`config.mk`:
```
export PLATFORM = sky130hd
export DESIGN_NAME = stop_and_wait_retry_sender
export DESIGN_NICKNAME = d
export VERILOG_FILES = /design/src/design/swr_pkg.sv /design/src/design/stop_and_wait_retry_sender.sv /design/src/design/swr_step.sv
export VERILOG_INCLUDE_DIRS = /design/src /design/src/design
export SDC_FILE = /design/constraint.sdc
export NUM_CORES = 1
export LEC_CHECK = 0
export BUFFER_PORTS_ARGS = -buffer_cell sky130_fd_sc_hd__buf_2
export CAP_MARGIN = 20
export CORE_ASPECT_RATIO = 0.75
export CORE_MARGIN = 3
export CORE_UTILIZATION = 56
export DETAILED_ROUTE_END_ITERATION = 8
export PLACE_DENSITY = 0.91
export SETUP_SLACK_MARGIN = 0.05
export SYNTH_ARGS = -nofsm -noshare
export SYNTH_HDL_FRONTEND = slang
export SYNTH_SLANG_ARGS = --single-unit
```
`constraint.sdc`:
```
create_clock -name clk -period 4.05 [get_ports clk]
set_input_delay 0.81 -clock clk [delete_from_list [all_inputs] [get_ports clk]]
set_output_delay 0.81 -clock clk [all_outputs]
set_load 0.01 [all_outputs]
```
`src/design/stop_and_wait_retry_sender_macros.svh`:
```
// Assertion macros for the stop-and-wait retry sender.
`ifndef STOP_AND_WAIT_RETRY_SENDER_MACROS_SVH
`define STOP_AND_WAIT_RETRY_SENDER_MACROS_SVH

`ifndef SYNTHESIS

// Checked on every rising edge, ignored while in reset.
`define SWR_ASSERT(label, prop) \
    label: assert property (@(posedge clk) disable iff (!rst_n) prop) \
        else $error("swr: check failed");

// Checked on every rising edge, reset included.
`define SWR_ASSERT_ALWAYS(label, prop) \
    label: assert property (@(posedge clk) prop) \
        else $error("swr: check failed");

`else

`define SWR_ASSERT(label, prop)

`define SWR_ASSERT_ALWAYS(label, prop)

`endif

`endif

```
`src/design/swr_pkg.sv`:
```
// Types, codes and constants shared by the stop-and-wait retry sender.
`default_nettype none

package swr_pkg;

    localparam int unsigned MAX_PACKET_LEN = 256;
    localparam int unsigned NO_ACK_BIT     = 7;

    localparam logic [15:0] RETRY_INTERVAL_RESET = 16'd500;
    localparam logic [3:0]  MAX_RETRIES_RESET    = 4'd3;

    localparam int unsigned CFG_INDEX_W = 1;
    localparam int unsigned CFG_DATA_W  = 16;

    typedef enum logic [1:0] {
        OP_TICK = 2'd0,
        OP_POLL = 2'd1,
        OP_ACK  = 2'd2,
        OP_NOP  = 2'd3
    } op_t;

    typedef enum logic [1:0] {
        POP_NONE   = 2'd0,
        POP_HIGH   = 2'd1,
        POP_NORMAL = 2'd2
    } pop_t;

    typedef enum logic [CFG_INDEX_W-1:0] {
        CFG_RETRY_INTERVAL = 1'b0,
        CFG_MAX_RETRIES    = 1'b1
    } cfg_index_t;

    typedef struct packed {
        logic [15:0] retry_interval;
        logic [3:0]  max_retries;
    } cfg_t;

    typedef struct packed {
        op_t         op;
        logic        high_ready;
        logic [7:0]  high_seq;
        logic [7:0]  high_command;
        logic [15:0] high_length;
        logic        normal_ready;
        logic [7:0]  normal_seq;
        logic [7:0]  normal_command;
        logic [15:0] normal_length;
        logic [7:0]  ack_seq;
        logic [7:0]  ack_command;
    } item_t;

    typedef struct packed {
        logic        waiting;
        logic [7:0]  seq;
        logic [7:0]  command;
        logic [8:0]  length;
        logic        from_normal;
        logic [3:0]  retries;
        logic [15:0] elapsed;
    } state_t;

    typedef struct packed {
        logic        resent;
        logic        gave_up;
        pop_t        popped;
        logic        sent_new;
        logic        dropped;
        logic [7:0]  seq;
        logic [7:0]  command;
        logic [8:0]  length;
        logic [3:0]  retries;
        logic        ack_matched;
        logic        awaiting;
    } result_t;

endpackage

`default_nettype wire

```
`src/design/stop_and_wait_retry_sender.sv`:
```
// Top level of the stop-and-wait retry sender: request and result registers, state, config.
`default_nettype none

// Send-side control of a stop-and-wait link with a high and a normal queue. Each request
// (tick, poll, ack or no-op) yields exactly one result. One request is taken every cycle
// while the result does not stall: a request sits in the input register, the step logic
// works out the result and the next sender state from it combinationally, and both are
// registered together. The only loop is the sender state fed back into the step logic.
// A stalled result holds the input side back once the input register is also full. Config
// writes are taken at any time (cfg_ready is always high) and should be made only while
// the block is idle.
`include "stop_and_wait_retry_sender_macros.svh"

module stop_and_wait_retry_sender
#(
    parameter int unsigned MAX_PACKET_LEN = swr_pkg::MAX_PACKET_LEN
)
(
    input  wire logic                             clk,
    input  wire logic                             rst_n,

    input  wire logic                             cfg_valid,
    output logic                                  cfg_ready,
    input  wire logic [swr_pkg::CFG_INDEX_W-1:0]  cfg_index,
    input  wire logic [swr_pkg::CFG_DATA_W-1:0]   cfg_data,

    input  wire logic                             in_valid,
    output logic                                  in_stall,
    input  wire logic [1:0]                       operation,
    input  wire logic                             high_ready,
    input  wire logic [7:0]                       high_seq,
    input  wire logic [7:0]                       high_command,
    input  wire logic [15:0]                      high_length,
    input  wire logic                             normal_ready,
    input  wire logic [7:0]                       normal_seq,
    input  wire logic [7:0]                       normal_command,
    input  wire logic [15:0]                      normal_length,
    input  wire logic [7:0]                       ack_seq,
    input  wire logic [7:0]                       ack_command,

    output logic                                  out_valid,
    input  wire logic                             out_stall,
    output logic                                  resent,
    output logic                                  gave_up,
    output logic [1:0]                            popped_queue,
    output logic                                  sent_new,
    output logic                                  dropped_bad_length,
    output logic [7:0]                            send_seq,
    output logic [7:0]                            send_command,
    output logic [8:0]                            send_length,
    output logic [3:0]                            retries_done,
    output logic                                  ack_matched,
    output logic                                  awaiting_ack
);

    swr_pkg::cfg_t     cfg_reg;
    swr_pkg::item_t    item_reg;
    logic              item_valid_reg;
    swr_pkg::state_t   state_reg;
    swr_pkg::state_t   state_next;
    swr_pkg::result_t  result_reg;
    swr_pkg::result_t  result_next;
    logic              out_valid_reg;
    logic              advance;
    logic              accept;

    assign cfg_ready = 1'b1;

    always_ff @(posedge clk or negedge rst_n)
    begin
        if (!rst_n)
        begin
            cfg_reg.retry_interval <= swr_pkg::RETRY_INTERVAL_RESET;
            cfg_reg.max_retries    <= swr_pkg::MAX_RETRIES_RESET;
        end
        else if (cfg_valid && cfg_ready)
        begin
            unique case (swr_pkg::cfg_index_t'(cfg_index))
                swr_pkg::CFG_RETRY_INTERVAL: cfg_reg.retry_interval <= cfg_data[15:0];
                swr_pkg::CFG_MAX_RETRIES:    cfg_reg.max_retries    <= cfg_data[3:0];
            endcase
        end
    end

    // request moves on when the result register is free or being emptied
    assign advance  = item_valid_reg && (!out_valid_reg || !out_stall);
    assign in_stall = item_valid_reg && !advance;
    assign accept   = in_valid && !in_stall;

    always_ff @(posedge clk or negedge rst_n)
    begin
        if (!rst_n)
        begin
            item_valid_reg <= 1'b0;
        end
        else if (accept)
        begin
            item_valid_reg <= 1'b1;
        end
        else if (advance)
        begin
            item_valid_reg <= 1'b0;
        end
    end

    always_ff @(posedge clk)
    begin
        if (accept)
        begin
            item_reg.op             <= swr_pkg::op_t'(operation);
            item_reg.high_ready     <= high_ready;
            item_reg.high_seq       <= high_seq;
            item_reg.high_command   <= high_command;
            item_reg.high_length    <= high_length;
            item_reg.normal_ready   <= normal_ready;
            item_reg.normal_seq     <= normal_seq;
            item_reg.normal_command <= normal_command;
            item_reg.normal_length  <= normal_length;
            item_reg.ack_seq        <= ack_seq;
            item_reg.ack_command    <= ack_command;
        end
    end

    swr_step
    #(
        .MAX_PACKET_LEN (MAX_PACKET_LEN)
    )
    u_step
    (
        .item    (item_reg),
        .st      (state_reg),
        .cfg     (cfg_reg),
        .st_next (state_next),
        .res     (result_next)
    );

    always_ff @(posedge clk or negedge rst_n)
    begin
        if (!rst_n)
        begin
            state_reg <= '0;
        end
        else if (advance)
        begin
            state_reg <= state_next;
        end
    end

    always_ff @(posedge clk or negedge rst_n)
    begin
        if (!rst_n)
        begin
            out_valid_reg <= 1'b0;
        end
        else if (advance)
        begin
            out_valid_reg <= 1'b1;
        end
        else if (!out_stall)
        begin
            out_valid_reg <= 1'b0;
        end
    end

    always_ff @(posedge clk)
    begin
        if (advance)
        begin
            result_reg <= result_next;
        end
    end

    assign out_valid          = out_valid_reg;
    assign resent             = result_reg.resent;
    assign gave_up            = result_reg.gave_up;
    assign popped_queue       = result_reg.popped;
    assign sent_new           = result_reg.sent_new;
    assign dropped_bad_length = result_reg.dropped;
    assign send_seq           = result_reg.seq;
    assign send_command       = result_reg.command;
    assign send_length        = result_reg.length;
    assign retries_done       = result_reg.retries;
    assign ack_matched        = result_reg.ack_matched;
    assign awaiting_ack       = result_reg.awaiting;

    `SWR_ASSERT(a_resend_or_give_up, out_valid |-> !(resent && gave_up))
    `SWR_ASSERT(a_send_needs_pop,
        out_valid && (sent_new || dropped_bad_length) |->
            (popped_queue != swr_pkg::POP_NONE) && !(sent_new && dropped_bad_length))
    `SWR_ASSERT(a_idle_no_retries, !state_reg.waiting |-> state_reg.retries == 4'd0)
    `SWR_ASSERT_ALWAYS(a_stall_only_when_full, in_stall |-> item_valid_reg)

endmodule

`default_nettype wire

```
`src/design/swr_step.sv`:
```
// One request's worth of sender logic: next state and result from state and request.
`default_nettype none

module swr_step
#(
    parameter int unsigned MAX_PACKET_LEN = swr_pkg::MAX_PACKET_LEN
)
(
    input  var swr_pkg::item_t   item,
    input  var swr_pkg::state_t  st,
    input  var swr_pkg::cfg_t    cfg,
    output swr_pkg::state_t      st_next,
    output swr_pkg::result_t     res
);

    logic        still_waiting;
    logic        pick_valid;
    logic        pick_normal;
    logic [7:0]  pick_seq;
    logic [7:0]  pick_command;
    logic [15:0] pick_length;
    logic        bad_length;

    // head selection: high queue wins
    always_comb
    begin
        pick_valid   = item.high_ready || item.normal_ready;
        pick_normal  = !item.high_ready;
        pick_seq     = item.high_ready ? item.high_seq : item.normal_seq;
        pick_command = item.high_ready ? item.high_command : item.normal_command;
        pick_length  = item.high_ready ? item.high_length : item.normal_length;
        bad_length   = (pick_length == 16'd0)
                    || (pick_length > 16'(MAX_PACKET_LEN));
    end

    always_comb
    begin
        st_next       = st;
        res           = '0;
        still_waiting = st.waiting;
        unique case (item.op)
            swr_pkg::OP_TICK:
            begin
                if (st.elapsed != '1)
                begin
                    st_next.elapsed = st.elapsed + 16'd1;
                end
            end
            swr_pkg::OP_POLL:
            begin
                if (st.waiting && (st.elapsed >= cfg.retry_interval))
                begin
                    if (st.retries < cfg.max_retries)
                    begin
                        st_next.retries = st.retries + 4'd1;
                        st_next.elapsed = '0;
                        res.resent      = 1'b1;
                        res.seq         = st.seq;
                        res.command     = st.command;
                        res.length      = st.length;
                    end
                    else
                    begin
                        still_waiting   = 1'b0;
                        st_next.waiting = 1'b0;
                        st_next.length  = '0;
                        st_next.retries = '0;
                        res.gave_up     = 1'b1;
                    end
                end
                if (!still_waiting && pick_valid)
                begin
                    res.popped = pick_normal ? swr_pkg::POP_NORMAL : swr_pkg::POP_HIGH;
                    if (bad_length)
                    begin
                        res.dropped = 1'b1;
                    end
                    else
                    begin
                        res.sent_new = 1'b1;
                        res.seq      = pick_seq;
                        res.command  = pick_command;
                        res.length   = pick_length[8:0];
                        if (pick_command[swr_pkg::NO_ACK_BIT])
                        begin
                            st_next.length = '0;
                        end
                        else
                        begin
                            st_next.waiting     = 1'b1;
                            st_next.seq         = pick_seq;
                            st_next.command     = pick_command;
                            st_next.length      = pick_length[8:0];
                            st_next.from_normal = pick_normal;
                            st_next.retries     = '0;
                            st_next.elapsed     = '0;
                        end
                    end
                end
            end
            swr_pkg::OP_ACK:
            begin
                if (st.waiting && (st.seq == item.ack_seq)
                    && (st.command == item.ack_command))
                begin
                    st_next.waiting     = 1'b0;
                    st_next.length      = '0;
                    st_next.retries     = '0;
                    st_next.elapsed     = '0;
                    st_next.from_normal = 1'b1;
                    res.ack_matched     = 1'b1;
                end
            end
            swr_pkg::OP_NOP:
            begin
            end
        endcase
        res.retries  = st_next.retries;
        res.awaiting = st_next.waiting;
    end

endmodule

`default_nettype wire

```
# Word level (Yosys, flattened, before mapping)
# Index checks and enable logic that the tools add are counted.
# totals
regBits	188
inputBits	106
out_inout_bits	40
elab_cells	112
# op_classes
addsub	2
order_cmp	3
n_eq_ne	8
mux	36
bitwise_logic	3
n_reduce_logical	28
# op_table
cell	count
$mux W25	4
$mux W47	2
$mux W16	3
$pmux W16 S3	1
$mux W30	1
$pmux W14 S2	1
$mux W9	3
$mux W21	1
$mux W20	1
$mux W17	1
$add A16 B1 Y16 const B	1
$ge A16 B16 Y1	1
$gt A16 B9 Y1 const B	1
$logic_not A16 Y1	1
$mux W8	2
$ne A16 B16 Y1 const B	1
$mux W1	13
$eq A7 B8 Y1	1
$eq A8 B8 Y1	1
$reduce_and A2 Y1	4
$logic_and A1 B1 Y1	7
$logic_not A1 Y1	6
$ne A2 B1 Y1 const B	3
$reduce_and A5 Y1	1
other kinds (14)	19

# Longest topological paths before layout
# Gate-level depths: netlist of run 1.
# depth
depth_word	8
depth_mapped	11
depth_no_buf	9

# Cells and area by module
# A second synthesis of run 1 with hierarchy kept.
# unflattened
hier_cells	696
hier_area_um2	9146.3
# by_module_without_submodules
mod	n_inst	cells_per_inst	area_per_inst_um2	seq_area_each_um2
stop_and_wait_retry_sender	1	274	6339.8	5370.2
swr_step	1	422	2806.4	0.0

# Worst setup path after synthesis of run 1
# No wires, ideal clock.
# synth_path
kind	input-to-reg
start	input port out_stall
end	register state_reg[14] (netlist bit)
setup_time_ns	0.124
t_arrival_ns	3.289
t_required_ns	3.926
slack_ns	0.637
cell_stages	8
path_buffers	2
cell_sequence	nand2_1 > and2_1 > clkbuf_1 > o21a_2 > nand2_1 > a21o_1 > buf_6 > a211o_1
# synth_via
elab_chain_cells	4
# synth_lines
element	line_no	source
from (decl)	stop_and_wait_retry_sender.sv:42	input wire logic out_stall,
$logic_not A1 Y1	--	
$logic_or A1 B1 Y1	stop_and_wait_retry_sender.sv:86	assign advance = item_valid_reg && (!out_valid_reg || !out_stall);
$logic_and A1 B1 Y1	stop_and_wait_retry_sender.sv:86	
named net advance	stop_and_wait_retry_sender.sv:64	logic advance;
$reduce_and A4 Y1 (no line)	--	
to (signal assigned)	stop_and_wait_retry_sender.sv:145	state_reg <= state_next;
to (decl)	stop_and_wait_retry_sender.sv:59	swr_pkg::state_t state_reg;
# The timed path passes the listed nets, and every way through them passes these cells.
# A chain may end at the register's enable or synchronous reset.

# Worst setup path after layout of run 1
# layout_path
start	register cfg_reg[12] (netlist bit)
end	register state_reg[36] (netlist bit)
# layout_via
elab_chain_cells	7
# layout_lines
element	line_no	source
from (decl)	stop_and_wait_retry_sender.sv:56	swr_pkg::cfg_t cfg_reg;
$ge A16 B16 Y1	swr_step.sv:51	if (st.waiting && (st.elapsed >= cfg.retry_interval))
$logic_and A1 B1 Y1	swr_step.sv:51	
$mux W1	swr_step.sv:51	
$mux W1	swr_step.sv:41	unique case (item.op)
$logic_not A1 Y1	swr_step.sv:71	if (!still_waiting && pick_valid)
$logic_and A1 B1 Y1	swr_step.sv:71	
$reduce_and A5 Y1 (no line)	--	
# Every way passes these cells. The select of a mux whose other input is x is not followed.

==> results of run 1 <==
==> cells in the mapped netlist, drive strengths merged, types with 7 or more instances <==
library cell,instances
a21oi,16
xnor2,15
nor4,9
mux2,22
nor2,36
edfxtp,121
clkbuf,11
a22oi,9
a2bb2oi,16
nand2,49
dfrtp,59
nor3,12
nand2b,8
nand4,12
mux2i,20
buf,11
o2bb2ai,10
ha,25
inv,32
and3,14
o21ai,29
dfstp,8
a211o,7
nand3,16
==> worst min path at each step <==
stage                                end  slack, ns  cells after the start
after global placement         out_valid       0.46                      1
final                     item_valid_reg       0.34                      1
after CTS                 item_valid_reg       0.35                      1
after detailed placement       out_valid       0.47                      1
after floorplan                out_valid       0.45                      1
after global routing       state_reg[35]       0.36                      1
==> through the flow <==
stage          hold WS (ns)  instances
2_1_floorplan         0.449        628
3_3_place_gp          0.464        955
3_5_place_dp          0.471        955
4_1_cts               0.347        987
5_1_grt               0.364        988
6_report              0.336        988
==> cell usage in the layout, fill, tap and decap left out, drive strengths merged, types with 5 or more instances in the layout <==
| master | instances |
|---|---|
| inv | 38 |
| o2bb2ai | 10 |
| a21oi | 16 |
| xnor2 | 15 |
| dfstp | 8 |
| nor3 | 12 |
| nand2 | 49 |
| nor2 | 36 |
| a22oi | 9 |
| and3 | 14 |
| a21o | 5 |
| nor4 | 9 |
| nand2b | 8 |
| buf | 150 |
| nand3 | 16 |
| a2bb2oi | 16 |
| a31oi | 6 |
| dfrtp | 59 |
| o21ai | 29 |
| a211o | 7 |
| clkbuf | 17 |
| edfxtp | 121 |
| mux2i | 20 |
| mux2 | 22 |
| nand4 | 12 |
| and2 | 6 |
| clkinv | 10 |
| ha | 25 |
==> worst max-delay path: stages, from the launching register on <==
cell and delay [ns]:
dfstp_2 0.52, inv_1 0.05, ha_1 0.29, nand4_1 0.15, a311oi_2 0.35, a31oi_4 0.10, a31oi_4 0.35, nand4_2 0.60
mux2_1 0.56
==> where the power goes <==
group | leakage (nW) | switching (mW) | internal, mW
Clock | 0.298 | 0.834 | 0.844
Sequential | 2.05 | 0.0696 | 2.19
Combinational | 1.87 | 0.259 | 0.186
Total | 4.22 | 1.16 | 3.22
==> kinds of logic after synthesis <==
kind of cell / after synthesis / synth area share (%)
flops: 188 / 63.6
simple gates: 180 / 11.6
compound gates: 121 / 11.0
buf+inv: 55 / 2.89
mux: 42 / 5.36
fa+ha+maj: 25 / 3.74
xor+xnor: 16 / 1.68
other cells: 1 / 0.0449
==> routing by layer <==
metal	GRT usage (%)	share of wire, %
met1	31.7	43
met2	37.7	49
met3	4.96	6.5
met4	7.39	1.8
met5	0	0
==> area by class of cell <==
type	count	area share, %
flip-flops and latches	188	53.7
clock buffers	17	4.30
multi-input cells	385	28.3
repair buffers	150	7.94
clock inverters	15	1.93
well taps	200	2.53
inverters	33	1.25
==> flow_summary.toml, run 1 <==
[final_layout]
diodes = 0
fillers = 1028
final_core_util_pct = 68.0
design_area_um2 = 9900
drive_above_1_share_pct = 29.4
syn_to_final_growth_pct = 18.4
nets = 906
final-seq-area_um2 = 5320
largest_register_ffs = 84
multi_input_area_um2 = 2800

[clock_tree]
clock_path_buffers = 2
htree_num_levels = 4
clkTransAtPathRegs_ns = 0.08
cts-root-buf = "clkbuf_16"
clock_sink_count = 188
cts_setup_buffers = 0
post_cts_resized = 0
cts_tree = "built"
numCtsBuffers = 17
cts_hold_buf = 0
clk_latency_ns = 0.43

[floorplan]
core_um2 = 14500
rows = 38
dieArea_um2 = 16400
pin_count = 146
start_util_pct = 57.5
die_h_um = 112
die_width_um = 147

[setup_path]
r2r_end = "state_reg[36]"
reg2reg_slack_ns = 0.94
end_kind = "flop"
cp-endpoint = "state_reg[36]"
timing.critical_path.from = "cfg_reg[12]"
crit_type = "reg2reg"
worstSetupStartpointType = "flop"
reg2reg_from = "cfg_reg[12]"
reg2reg_depth = 8
cp.arrival_ns = 3.41
crit_fanout = 23
critPathRequiredTime_ns = 4.35

[timing]
finalSetupViolations = 0
clock_skew_ns = 0.0132
finalSetupTns_ns = 0
worst_slack_ns = 0.940
finalCriticalPeriod_ns = 3.11
finalCritPeriodShare_pct = 76.8
hold_violations = 0
rsz0062_at_grt = "no"
max-slew-margin-rel_pct = 24.9
maxSlewViolCount = 0
tightestPinTransition_ns = 1.13
fmax_mhz = 322

[global_route]
grt_max_degree = 85
grt_usage_pct = 23.2
grt_overflow = 0
antenna_found_initial = 0
grt_pass1_wl_um = 29900
first_global_vias = 5801

[route]
wl_per_cell_um = 18.8
drtIter0Drc = 689
drc_errors = 0
vias = 5691
drt-vias-per-instance = 5.76
ant_nets = 0
routed_wl_um = 18600
first_pass_iters = 5

[place]
dp_hpwl_um = 12900
pre_cts_slack_ns = 1.01
place_area_um2 = 9250
gp_congestion = 0.810
io_buffers = 144

[logic_synthesis]
syn-cell-area_um2 = 8360
ys_seq_elements = 188
avgSynthCellArea_um2 = 13.3
yosys.area.top_type = "edfxtp_1"
ys_seq_area_share_pct = 63.6
synth_warnings = 0
synth_edf_count = 121
ys.flop_type = "edfxtp_1"
synth_cell_type_count = 61
netlist_top_cells_area = "edfxtp_1 43%, dfrtp_1 18%, ha_1 3.7%"
synth_top_area_share_pct = 43.5
postSynthCellCount = 628
synth-async-reset-ratio_pct = 35.6
synth_nets = 759

[run]
maxCapViolations = 0

[pwr]
powerDensity_nw_per_um2 = 443
vdd_drop_max_uv = 289
p_leak_nw = 4.22
total_power_mw = 4.39

[outcome]
status = "complete, no violations"

[worst_hold_path]
hp-class = "in2async"
Note: power is estimated with default switching activity, not from simulation.
==> inputs of run 2 (changes only) <==
Clock period 4.05 ns to 3 ns, I/O delays scaled along.
==> run 2 against run 1 <==
- clock-buffer cell count is the same
- maximum frequency is 8.7% higher
- global-route usage shrank 0.35 points
- die area did not move
- final cell count increased by 1.0%
- largest cell class unchanged
- critical endpoint is now state_reg[27]
- non-clock buffer count grew 9
- clock skew fell by 0.0022 ns
- sequential power grew 35%
- sequential share of layout area fell by 0.36 points
- flip-flop and latch count is the same
- via count about the same
- worst hold slack improved by 0.0030 ns
==> flow_summary.toml, run 2 (same netlist as run 1, synthesis figures left out) <==
[global_route]
grt_overflow = 0
first_global_vias = 5598
grt_usage_pct = 22.8
grt_max_degree = 37
grt_pass1_wl_um = 29400
antenna_found_initial = 2

[clock_tree]
cts_setup_buffers = 0
clkTransAtPathRegs_ns = 0.07
cts-root-buf = "clkbuf_16"
clk_latency_ns = 0.43
cts_tree = "built"
clock_sink_count = 188
htree_num_levels = 4
numCtsBuffers = 17
clock_path_buffers = 2

[place]
placed_cells = 964
pre_cts_slack_ns = 0.163
dp_hpwl_um = 12800
gp_congestion = 0.859
io_buffers = 144

[final_layout]
layout_common_cells = "144 x buf_2, 121 x edfxtp_1, 59 x dfrtp_1"
fillers = 1005
final_common_cell = "buf_2"
fin_cells = 998
largest_register_ffs = 84
final_core_util_pct = 68.5
drive_above_1_share_pct = 30.2
syn_to_final_growth_pct = 19.2
nets = 915

[timing]
worst_slack_ns = 0.140
finalSetupTns_ns = 0
finalCriticalPeriod_ns = 2.86
finalSetupViolations = 0
max-slew-margin-rel_pct = 54.2
clock_skew_ns = 0.0110
hold_violations = 0
tightestPinTransition_ns = 0.680
finalCritPeriodShare_pct = 95.3
rsz0062_at_grt = "yes"
fmax_mhz = 350
maxSlewViolCount = 0

[setup_path]
worstSetupStartpointType = "flop"
crit_fanout = 9
cp_common_cell = "a31oi_4"
cp_slowest_stage_delay_ns = 0.53
critPathRequiredTime_ns = 3.35
crit_family = "compound AO/OA/AOI/OAI gates"
crit_buf_inv = 1
crit_type = "reg2reg"
path_cells = "inv_1, ha_1, a21oi_1, a311oi_2, a31oi_4, a31oi_4, nand3b_4, or3_1, o2bb2ai_1"
critPathSlowestCell = "or3_1"
cp.arrival_ns = 3.21
end_kind = "flop"

[floorplan]
pin_count = 146
die_h_um = 112
core_um2 = 14500
start_util_pct = 57.5
dieArea_um2 = 16400
die_width_um = 147
rows = 38

[route]
drtIter0Drc = 497
drc_errors = 0
wl_per_cell_um = 18.0
first_pass_iters = 5
ant_nets = 0
routed_wl_um = 18000
drt-vias-per-instance = 5.70
vias = 5693

[pwr]
p_leak_nw = 4.24
total_power_mw = 5.87
powerDensity_nw_per_um2 = 589
vdd_drop_max_uv = 389

[run]
maxCapViolations = 0

[outcome]
status = "complete, no violations"

[worst_hold_path]
hp-class = "in2reg"
[run 2: layout make-up]
cell class	count	area (um2)	area share [%]
antenna	1	2.50	0.0251
clock buffer	17	425	4.27
clock inverter	15	179	1.80
inverter	33	124	1.24
multi-input combinational	385	2820	28.3
sequential	188	5320	53.4
tap	200	250	2.51
timing repair buffer	159	848	8.51
[run 2: report_power, final]
part | switching [mW] | internal (mW)
clock | 1.09 | 1.13
combinational | 0.346 | 0.256
sequential | 0.0921 | 2.96
total | 1.52 | 4.34
[run 2: worst reg2reg max path: stages (launching register included)]
cell	delay (ns)
dfstp_2	0.51
inv_1	0.04
ha_1	0.33
a21oi_1	0.10
a311oi_2	0.37
a31oi_4	0.09
a31oi_4	0.39
nand3b_4	0.20
or3_1	0.53
o2bb2ai_1	0.22
[run 2: metal layers]
layer | routed length [um] | vias to the layer above | share of wire (%) | GRT usage (%)
li1 | - | 2664 | - | -
met1 | 7670 | 2743 | 43 | 31.0
met2 | 8680 | 255 | 48 | 36.9
met3 | 1360 | 29 | 7.5 | 5.70
met4 | 276 | 2 | 1.5 | 6.83
met5 | 13 | - | 0.072 | 0
[run 2: worst paths after layout]
check,slack [ns],endpoint,from,cells after the start
max,0.14,state_reg[27],cfg_reg[11],9
min,0.34,item_reg[32],normal_command[0],1
max reg2reg,0.14,state_reg[27],cfg_reg[11],9
min reg2reg,0.48,out_valid,item_valid_reg,1
max in group asynchronous,1.82,state_reg[21],rst_n,3
min in group asynchronous,0.51,item_valid_reg,rst_n,2
[run 2: through the flow]
stage          instance area (um2)  hold WS (ns)
5_1_grt                       9960         0.313
6_report                      9960         0.339
2_1_floorplan                 8360         0.304
4_1_cts                       9950         0.322
3_5_place_dp                  9330         0.408
3_3_place_gp                  9330         0.412
[run 2: repair_timing]
action | 4_1_cts | 5_1_grt
gates resized for setup | 0 | 2
hold buffers | 1 | 0
setup endpoints to repair | 0 | 8
hold endpoints to repair | 2 | 0
==> inputs of run 3 (changes only) <==
Settings changed: GPL_TIMING_DRIVEN set to 0.
==> run 3 against run 2 <==
- clock power increased by 6%
- non-clock buffer count increased by 10
- first-iteration DRC count increased by 24%
- final cell count increased by 1.0%
- clock skew increased by 0.0037 ns
- register-to-register slack got worse by 0.02 ns
- sequential share of layout area decreased by 0.60 points
- die area unchanged
- critical endpoint is now retries_done[2]
- largest cell class unchanged
- largest power group unchanged
- highest routed layer is now met4
==> flow_summary.toml, run 3 (same netlist as run 1, synthesis figures left out) <==
[outcome]
status = "complete, no violations"

[final_layout]
syn_to_final_growth_pct = 20.6
layout_common_cells = "147 x buf_2, 121 x edfxtp_1, 59 x dfrtp_1"
fin_cells = 1008
final-seq-area_um2 = 5320
final_core_util_pct = 69.3
drive_above_1_share_pct = 30.6
nets = 925
largest_register_ffs = 84
final_common_cell = "buf_2"
multi_input_area_um2 = 2820
fillers = 983

[run]
maxCapViolations = 0

[place]
io_buffers = 144
gp_congestion = 0.850
placed_cells = 973
dp_hpwl_um = 13100

[setup_path]
reg2reg_from = "state_reg[0]"
path_cells = "inv_1, ha_1, nand2b_1, a2111o_1, a31oi_4, a211oi_2, a211oi_1, a21oi_1, mux2i_1"
worstSetupStartpointType = "flop"
reg2reg_depth = 9
timing.critical_path.from = "state_reg[0]"
cp.arrival_ns = 3.14
critPathSlowestCell = "a211oi_1"
end_kind = "flop"
crit_type = "reg2reg"
crit_buf_inv = 1
crit_fanout = 4
critPathRequiredTime_ns = 3.26
cp_slowest_stage_delay_ns = 0.52
crit_family = "compound AO/OA/AOI/OAI gates"
reg2reg_slack_ns = 0.12
r2r_end = "retries_done[2]"

[global_route]
grt_overflow = 0
grt_pass1_wl_um = 29700
first_global_vias = 5656
antenna_found_initial = 1
grt_usage_pct = 23.1
grt_max_degree = 68

[route]
vias = 5799
routed_wl_um = 18600
wl_per_cell_um = 18.5
drt-vias-per-instance = 5.75
ant_nets = 0
first_pass_iters = 5
drc_errors = 0
drtIter0Drc = 614

[floorplan]
rows = 38
dieArea_um2 = 16400
die_width_um = 147
pin_count = 146
start_util_pct = 57.5
core_um2 = 14500
die_h_um = 112

[clock_tree]
clk_latency_ns = 0.44
clock_sink_count = 188
htree_num_levels = 4
numCtsBuffers = 17
cts_tree = "built"
cts-root-buf = "clkbuf_16"
clkTransAtPathRegs_ns = 0.07
clock_path_buffers = 2

[timing]
finalCriticalPeriod_ns = 2.88
finalSetupViolations = 0
clock_skew_ns = 0.0147
max-slew-margin-rel_pct = 39.8
maxSlewViolCount = 0
rsz0062_at_grt = "no"
hold_violations = 0
finalCritPeriodShare_pct = 95.9
fmax_mhz = 348
tightestPinTransition_ns = 0.903
holdWs_ns = 0.281

[pwr]
p_leak_nw = 4.30
vdd_drop_max_uv = 436
powerDensity_nw_per_um2 = 597

[worst_hold_path]
hp-class = "in2async"
-- run 3: power by group --
group	internal [mW]	switching, mW
registers	2.96	0.0932
logic	0.260	0.352
clock network	1.23	1.13
total	4.45	1.57
-- run 3: final cells by class --
class                      count  share of cell area [%]
clock inverter                15                    2.16
buffer                        22                    1.38
inverter                      33                    1.23
timing repair buffer         147                    7.72
tap                          200                    2.48
sequential                   188                    52.8
multi-input combinational    385                    28.0
clock buffer                  17                    4.22
antenna                        1                  0.0248
-- run 3: worst max path at each step --
stage / to / cells past startpoint
finish: retries_done[2] / 9
global route: send_command[5] / 11
global placement: state_reg[12] / 9
detailed placement: state_reg[14] / 9
floorplan: state_reg[14] / 8
CTS: retries_done[2] / 9
-- run 3: timing repair --
item | 4_1_cts | 5_1_grt
pin swaps | 0 | 2
hold buffers | 0 | 0
buffers inserted | 0 | 1
endpoints found under the setup margin | 10 | 32
resized for setup | 1 | 16
-- run 3: worst register-to-register path, delay by kind of cell, from the launching register on --
kind,cells,cell delay (ns)
and+or+nand+nor,1,0.15
buffers and inverters,1,0.11
adders and majority gates,1,0.23
AOI/OAI and AO/OA,5,1.59
muxes,1,0.21
DFF,1,0.41
-- run 3: metrics by stage --
step	power (mW)	setup TNS (ns)	setup WS, ns	cell area (um2)
final	6.02	0	0.122	10100
after global routing	6.24	0	0.0526	10100
after CTS	6.04	0	0.0773	10000
after detailed placement	3.71	-0.640	-0.122	9360
after global placement	3.67	-0.411	-0.0849	9330
after floorplan	3.45	0	0.483	8360
-- run 3: per-layer routing --
layer  vias up  wire length [um]  GRT usage [%]
met3        29              1410           5.98
met1      2802              8030           32.7
met2       278              8860           35.4
met4         0               330           7.57
li1       2690                 -              -
met5         -                 0              0
